File: src/tpq_pkg.sv
// Package for the two-priority FIFO queue: sizes, action and status codes,
// and the control and result structs shared by the cell row and output stage.
// No dependencies.
`timescale 1ns / 1ps
`default_nettype none

package tpq_pkg;

    localparam int CAPACITY = 16;
    localparam int CNT_W    = $clog2(CAPACITY + 1);
    localparam int COUNT_W  = 5;

    localparam logic [1:0] ACT_PUSH    = 2'd0;
    localparam logic [1:0] ACT_POP     = 2'd1;
    localparam logic [1:0] ACT_EXTRACT = 2'd2;

    localparam logic [1:0] ST_OK      = 2'd0;
    localparam logic [1:0] ST_FULL    = 2'd1;
    localparam logic [1:0] ST_EMPTY   = 2'd2;
    localparam logic [1:0] ST_NO_HIGH = 2'd3;

    typedef struct packed {
        logic write_en;
        logic pop;
        logic extract;
        logic occupied;
    } cell_ctrl_t;

    typedef struct packed {
        logic [1:0]         status;
        logic signed [31:0] removed_value;
        logic [COUNT_W-1:0] count;
        logic               is_empty;
    } result_t;

endpackage

`default_nettype wire

File: src/tpq_cell.sv
// One slot of the queue's shift chain: holds a value and its priority,
// loads from the tail bus or from its neighbour nearer the tail. Uses tpq_pkg.
`timescale 1ns / 1ps
`default_nettype none

module tpq_cell
    import tpq_pkg::*;
(
    input  wire logic               clk,
    input  wire cell_ctrl_t         ctrl,
    input  wire logic signed [31:0] push_value,
    input  wire logic               push_pri,
    input  wire logic signed [31:0] next_value,
    input  wire logic               next_pri,
    input  wire logic               seen_in,
    output logic                    seen_out,
    output logic signed [31:0]      hit_value,
    output logic signed [31:0]      held_value,
    output logic                    held_pri
);

    logic signed [31:0] value_reg;
    logic               pri_reg;
    logic               own_high;
    logic               hit;
    logic               shift;

    // A cell shifts when it is at or behind the entry being taken out.
    assign own_high   = ctrl.occupied && pri_reg;
    assign hit        = ctrl.extract && own_high && !seen_in;
    assign shift      = ctrl.pop || (ctrl.extract && (seen_in || own_high));
    assign seen_out   = seen_in || own_high;
    assign hit_value  = hit ? value_reg : '0;
    assign held_value = value_reg;
    assign held_pri   = pri_reg;

    always_ff @(posedge clk)
    begin
        if (ctrl.write_en)
        begin
            value_reg <= push_value;
            pri_reg   <= push_pri;
        end
        else if (shift)
        begin
            value_reg <= next_value;
            pri_reg   <= next_pri;
        end
    end

endmodule

`default_nettype wire

File: src/tpq_out.sv
// Output register with a skid stage for the queue's result words.
// Uses tpq_pkg for the result struct.
`timescale 1ns / 1ps
`default_nettype none

module tpq_out
    import tpq_pkg::*;
(
    input  wire logic    clk,
    input  wire logic    rst_n,
    input  wire logic    load,
    input  wire result_t load_data,
    output logic         busy,
    output logic         out_valid,
    input  wire logic    out_stall,
    output result_t      out_data
);

    logic    out_valid_reg, out_valid_next;
    logic    skid_valid_reg, skid_valid_next;
    result_t out_data_reg, out_data_next;
    result_t skid_data_reg, skid_data_next;
    logic    take;

    assign take      = out_valid_reg && !out_stall;
    assign busy      = skid_valid_reg;
    assign out_valid = out_valid_reg;
    assign out_data  = out_data_reg;

    always_comb
    begin
        out_valid_next  = out_valid_reg;
        skid_valid_next = skid_valid_reg;
        out_data_next   = out_data_reg;
        skid_data_next  = skid_data_reg;
        if (skid_valid_reg)
        begin
            if (take)
            begin
                out_data_next   = skid_data_reg;
                skid_valid_next = 1'b0;
            end
        end
        else if (load)
        begin
            if (!out_valid_reg || take)
            begin
                out_data_next  = load_data;
                out_valid_next = 1'b1;
            end
            else
            begin
                skid_data_next  = load_data;
                skid_valid_next = 1'b1;
            end
        end
        else if (take)
        begin
            out_valid_next = 1'b0;
        end
    end

    always_ff @(posedge clk or negedge rst_n)
    begin
        if (!rst_n)
        begin
            out_valid_reg  <= 1'b0;
            skid_valid_reg <= 1'b0;
        end
        else
        begin
            out_valid_reg  <= out_valid_next;
            skid_valid_reg <= skid_valid_next;
        end
    end

    always_ff @(posedge clk)
    begin
        out_data_reg  <= out_data_next;
        skid_data_reg <= skid_data_next;
    end

endmodule

`default_nettype wire

File: src/two_priority_fifo_queue_top.sv
// Two-priority FIFO queue: top level with the cell row, occupancy count and
// status decision. Depends on tpq_pkg, tpq_cell and tpq_out.
//
// Usage. Each request word on the input channel (action, value, priority_req)
// is accepted when in_valid is high and in_stall is low. A push appends the
// value at the tail, a pop takes the head whatever its priority, and an
// extract removes the oldest high-priority entry, the entries behind it each
// moving one cell towards the head in the same cycle.
// Every request gives exactly one result word (status, removed_value, count,
// is_empty) on the output channel, taken when out_valid is high and out_stall
// is low.
// The result word is registered in the output register, or in the skid stage
// while that holds an untaken word. Throughput is one request per cycle while
// in_stall is low; the cells decide locally and the search for the first
// high-priority entry ripples through the CAPACITY-cell row within that cycle.
// When the receiver stalls, the output register holds its word and a skid
// stage takes one more; only when that is full does in_stall rise.
// Reset empties the queue (the count clears) and drops any pending results;
// the cell contents are left as they were and are never read until written.
`timescale 1ns / 1ps
`default_nettype none

module two_priority_fifo_queue_top
    import tpq_pkg::*;
(
    input  wire logic               clk,
    input  wire logic               rst_n,
    input  wire logic               in_valid,
    output logic                    in_stall,
    input  wire logic [1:0]         action,
    input  wire logic signed [31:0] value,
    input  wire logic               priority_req,
    output logic                    out_valid,
    input  wire logic               out_stall,
    output logic [1:0]              status,
    output logic signed [31:0]      removed_value,
    output logic [COUNT_W-1:0]      count,
    output logic                    is_empty
);

    logic [CNT_W-1:0] entry_count_reg, entry_count_next;
    logic             accept;
    logic             empty_now;
    logic             full_now;
    logic             found;
    logic             push_ok;
    logic             pop_ok;
    logic             extract_go;
    logic             busy;
    logic signed [31:0] extract_value;
    result_t          result;
    result_t          out_data;

    cell_ctrl_t         ctrl       [CAPACITY];
    logic signed [31:0] cell_value [CAPACITY];
    logic               cell_pri   [CAPACITY];
    logic signed [31:0] cell_hit   [CAPACITY];
    logic               seen       [CAPACITY+1];

    assign in_stall  = busy;
    assign accept    = in_valid && !busy;
    assign empty_now = (entry_count_reg == '0);
    assign full_now  = (entry_count_reg == CNT_W'(CAPACITY));

    // Commands are broadcast to the row only for an accepted word, so the
    // cells hold still at every other edge.
    assign push_ok    = accept && (action == ACT_PUSH) && !full_now;
    assign pop_ok     = accept && (action == ACT_POP) && !empty_now;
    assign extract_go = accept && (action == ACT_EXTRACT);

    assign seen[0] = 1'b0;

    genvar gi;
    generate
        for (gi = 0; gi < CAPACITY; gi++)
        begin : g_cell
            logic signed [31:0] nb_value;
            logic               nb_pri;

            // The cell nearest the tail shifts in nothing of interest.
            if (gi == CAPACITY - 1)
            begin : g_last
                assign nb_value = '0;
                assign nb_pri   = 1'b0;
            end
            else
            begin : g_mid
                assign nb_value = cell_value[gi+1];
                assign nb_pri   = cell_pri[gi+1];
            end

            assign ctrl[gi].write_en = push_ok && (entry_count_reg == CNT_W'(gi));
            assign ctrl[gi].pop      = pop_ok;
            assign ctrl[gi].extract  = extract_go;
            assign ctrl[gi].occupied = (entry_count_reg > CNT_W'(gi));

            tpq_cell u_cell (
                .clk        (clk),
                .ctrl       (ctrl[gi]),
                .push_value (value),
                .push_pri   (priority_req),
                .next_value (nb_value),
                .next_pri   (nb_pri),
                .seen_in    (seen[gi]),
                .seen_out   (seen[gi+1]),
                .hit_value  (cell_hit[gi]),
                .held_value (cell_value[gi]),
                .held_pri   (cell_pri[gi])
            );
        end
    endgenerate

    assign found = seen[CAPACITY];

    // At most one cell reports a hit, so an OR gathers the removed value.
    always_comb
    begin
        extract_value = '0;
        for (int i = 0; i < CAPACITY; i++)
        begin
            extract_value = extract_value | cell_hit[i];
        end
    end

    always_comb
    begin
        entry_count_next     = entry_count_reg;
        result.status        = ST_OK;
        result.removed_value = '0;
        case (action)
            ACT_PUSH:
            begin
                if (full_now)
                    result.status = ST_FULL;
                else
                    entry_count_next = entry_count_reg + CNT_W'(1);
            end
            ACT_POP:
            begin
                if (empty_now)
                    result.status = ST_EMPTY;
                else
                begin
                    result.removed_value = cell_value[0];
                    entry_count_next     = entry_count_reg - CNT_W'(1);
                end
            end
            ACT_EXTRACT:
            begin
                if (empty_now)
                    result.status = ST_EMPTY;
                else if (!found)
                    result.status = ST_NO_HIGH;
                else
                begin
                    result.removed_value = extract_value;
                    entry_count_next     = entry_count_reg - CNT_W'(1);
                end
            end
            default:
            begin
                entry_count_next = entry_count_reg;
            end
        endcase
        result.count    = COUNT_W'(entry_count_next);
        result.is_empty = (entry_count_next == '0);
    end

    always_ff @(posedge clk or negedge rst_n)
    begin
        if (!rst_n)
            entry_count_reg <= '0;
        else if (accept)
            entry_count_reg <= entry_count_next;
    end

    tpq_out u_out (
        .clk       (clk),
        .rst_n     (rst_n),
        .load      (accept),
        .load_data (result),
        .busy      (busy),
        .out_valid (out_valid),
        .out_stall (out_stall),
        .out_data  (out_data)
    );

    assign status        = out_data.status;
    assign removed_value = out_data.removed_value;
    assign count         = out_data.count;
    assign is_empty      = out_data.is_empty;

endmodule

`default_nettype wire

File: config.mk
export PLATFORM = sky130hd
export DESIGN_NAME = two_priority_fifo_queue_top
export DESIGN_NICKNAME = d
export VERILOG_FILES = /design/src/tpq_pkg.sv /design/src/tpq_cell.sv /design/src/tpq_out.sv /design/src/two_priority_fifo_queue_top.sv
export SDC_FILE = /design/constraint.sdc
export NUM_CORES = 1
export LEC_CHECK = 0
export BUFFER_PORTS_ARGS = -buffer_cell sky130_fd_sc_hd__buf_2
export CAP_MARGIN = 10
export CORE_ASPECT_RATIO = 1.75
export CORE_MARGIN = 5
export CORE_UTILIZATION = 31
export DETAILED_ROUTE_END_ITERATION = 8
export GPL_TIMING_DRIVEN = 0
export PLACE_DENSITY_LB_ADDON = 0.08
export SYNTH_ARGS = -nofsm -noshare
export SYNTH_HDL_FRONTEND = slang
export SYNTH_SLANG_ARGS = --single-unit
export TNS_END_PERCENT = 30
File: constraint.sdc
create_clock -name clk -period 6.3 [get_ports clk]
set_input_delay 0 -clock clk [delete_from_list [all_inputs] [get_ports clk]]
set_output_delay 0 -clock clk [all_outputs]
set_load 0.02 [all_outputs]
==> key figures <==
Clock tree
  – CTS max path bufs: 3
  – Htree depth: 3
  – CTS tree: built
  – Worst skew pair latency: 0.65 ns
  – Clock transition at path regs: 0.06 ns
  – Post-CTS setup repair buffer count: 0
  – Root Buffer: clkbuf_16
  – CTS buffer count: 66
  – Sink Count: 615

Floorplanning
  – Core area: 101000 um^2
  – Die Ht: 431 um
  – Row Count: 154
  – Chip Width: 250 um
  – I/O Pins: 81
  – Initial Util: 31.2%
  – Die area: 108000 um^2

Worst setup path
  – Reg2reg start: entry_count_reg[1]
  – Critical path startpoint: entry_count_reg[1]
  – R2r setup slk: 0.22 ns
  – Worst-path maximum fanout: 10
  – Crit path to: u_out.out_data[18]
  – Critical path capture point type: flip-flop
  – WP data required: 6.65 ns
  – Critical path class: flip-flop to flip-flop
  – R2R depth: 15
  – CP Launch Type: flip-flop
  – Critical R2R Capture: u_out.out_data[18]
  – Critical path arrival: 6.43 ns

STA
  – Hold Worst Slack: 0.129 ns
  – Final Max Slew Viols: 0
  – Worst slew margin: 11.2%
  – Tmin final: 6.08 ns
  – Unrepaired setup endpoints after global routing: false
  – Worst-Margin Slew: 1.33 ns
  – Setup Viol. Count Final: 0
  – Hold Fails Final Rpt: 0
  – Final worst-path cycle share: 96.6%
  – Clk_skew: 0.0309 ns
  – Max Clk Rate: 164 MHz

Synthesis
  – Register area share after synthesis: 58.8%
  – Synth Flop Type: edfxtp_1
  – Yosys reg bits: 615
  – Area leader, netlist: edfxtp_1
  – Top post-synthesis cells by area: edfxtp_1 (58%), mux2_2 (18%), clkbuf_1 (2.0%)
  – Share of the synthesized area in the top cell type: 58.3%
  – Post-synthesis net count: 2359
  – Mean area per synthesized cell: 13.6 um^2
  – Synth Instances: 2310
  – Post-synth EDFFs: 608
  – YS warnings: 0
  – Post-Syn Area: 31300 um^2
  – Yosys cell types: 78
  – Async S/R FF share, synth: 1.14%

Finish
  – Largest register FFs: 512
  – Area growth syn-to-layout: 16.6%
  – Number of fill cells in the layout: 9830
  – # nets final: 2585
  – Layout cells sized above 1: 30.5%

Drt
  – Drt via density: 5.77
  – Routed len/inst: 34.2 um
  – TritonRoute pass-1 iters: 8
  – Detailed-route wire length: 134000 um
  – Post-route ant nets: 0
  – Vias: 22500
  – DR DRC count: 0
  – Starting DRT DRC Count: 2319

Global route
  – Global-route wire length before repair: 184000 um
  – Total gr overflow: 0
  – Tot GR Track Use: 24.0%
  – Largest net degree at the start of global routing: 41
  – Vias in the first global route: 23400
  – Antenna violations before repair: 3

Pwr
  – Cell Pwr Density: 378 nW/um^2
  – LEAKAGE: 12.5 nW
  – VDD IR-drop max: 0.221 mV
  – Tot Pwr: 13.8 mW

Placement
  – # port buffers: 80
  – Placer Congestion: 0.890
  – HPWL after DPL: 99100 um

Status
  – Status: completed

Worst hold path
  – Class of the tightest hold or removal check: primary input to flip-flop

Job
  – Max_cap viols: 0
[synth_stat cells (8+ instances only)]
library cell	n
nand4_1	18
o31ai_1	18
a222oi_1	32
buf_2	23
and3_1	40
inv_1	34
nor4_1	18
o211ai_1	40
buf_4	8
a22o_1	72
clkbuf_1	171
nand2_1	155
o21ai_0	26
edfxtp_1	608
a22oi_1	55
a221o_1	30
a211oi_1	11
a211o_1	18
and2_1	38
nor2b_1	10
nand3_1	43
nor3_1	8
nor2_1	85
mux2_2	500
ha_1	10
a21oi_1	66
a221oi_1	42
a21o_1	21
[critical path: stages, from the launching register on]
cell and delay (ns):
dfrtp_1 0.49, clkbuf_1 0.48, inv_1 0.28, ha_1 0.25, clkbuf_1 0.23, o21bai_1 0.30
a21oi_1 0.74, or4_4 0.27, buf_6 0.16, buf_2 0.35, nor2_1 0.22, clkbuf_1 0.48
a211oi_1 0.60, nand3_1 0.22, o31ai_1 0.50, o211ai_1 0.16
[power breakdown]
| part | internal [mW] | switching, mW | total (mW) |
|---|---|---|---|
| combinational | 1.22 | 2.85 | 4.07 |
| clock | 2.20 | 1.76 | 3.96 |
| sequential | 5.44 | 0.349 | 5.79 |
[cells by family (layout without fill, tap and decap cells)]
group	Yosys count	count (layout)	synth area share, %
compound gates	479	479	11.9
xor+xnor	2	2	0.0559
fa+ha+maj	10	10	0.399
buf+inv	245	517	3.22
flops	615	615	58.8
mux	502	502	18.0
other cells	0	1	0
simple gates	457	457	7.52
[routing by layer]
metal  part of all wire (%)  wire length (um)  track usage [%]
met2                     51             68700             43.0
met4                    7.8             10400             15.9
met3                    4.8              6350             2.87
met1                     36             48300             26.8
met5                 0.0067                 9                0
[worst min-delay path by stage]
| stage | startpoint | to | cells past startpoint |
|---|---|---|---|
| after CTS | action[0] | u_out.skid_data_reg[39] | 4 |
| after global placement | rst_n | entry_count_reg[0] | 1 |
| after global routing | action[0] | u_out.skid_data_reg[39] | 4 |
| final | action[0] | u_out.skid_data_reg[39] | 4 |
| after detailed placement | rst_n | u_out.out_valid | 1 |
| after floorplan | rst_n | entry_count_reg[0] | 0 |
[area by class of cell]
class                   instances  area (um^2)  share of cell area, %
flip-flops and latches        615        18400                   50.5
well taps                    1326         1660                   4.54
diodes                          1         2.50                0.00685
clock inverters                34          289                  0.791
clock buffers                  80         1770                   4.84
repair buffers                158         1340                   3.66
multi-input cells            1450        12000                   32.9
inverters                      34          128                  0.349
plain buffers                 211          882                   2.41
[layout by cell type (no fill, tap or decap), types with 12 or more instances in the layout]
cell           instances
a211o_1               18
a21o_1                21
a21oi_1               65
a221o_1               30
a221oi_1              42
a222oi_1              32
a22o_1                72
a22oi_1               55
and2_1                38
and3_1                39
buf_12                12
buf_2                103
buf_4                 21
clkbuf_1             181
clkbuf_16             69
clkinv_1              13
clkinv_2              13
dlygate4sd3_1         38
edfxtp_1             608
inv_1                 34
mux2_2               500
nand2_1              155
nand3_1               31
nand4_1               18
nor2_1                85
nor4_1                17
o211ai_1              40
o21ai_0               25
o31ai_1               18
[per-stage QoR]
stage          utilization [%]  cell area, um^2  std cells  setup WS [ns]  TNS, ns
6_report                  36.3            36500       3909          0.216        0
5_1_grt                   36.3            36500       3909          0.106        0
4_1_cts                   36.3            36500       3907        0.00687        0
3_5_place_dp              33.9            34100       3755         -0.109   -0.133
3_3_place_gp              33.2            33400       3716          -4.29  -537.59
2_1_floorplan                -            31300       2310           1.12        0
[what timing repair did]
| item | in CTS | in global routing |
|---|---|---|
| hold endpoints to repair | 234 | 0 |
| gates cloned | 0 | 0 |
| hold buffers | 38 | 0 |
| endpoints found under the setup margin | 2 | 13 |
| gates resized for setup | 1 | 4 |
Power figures use the tool's default switching activity.
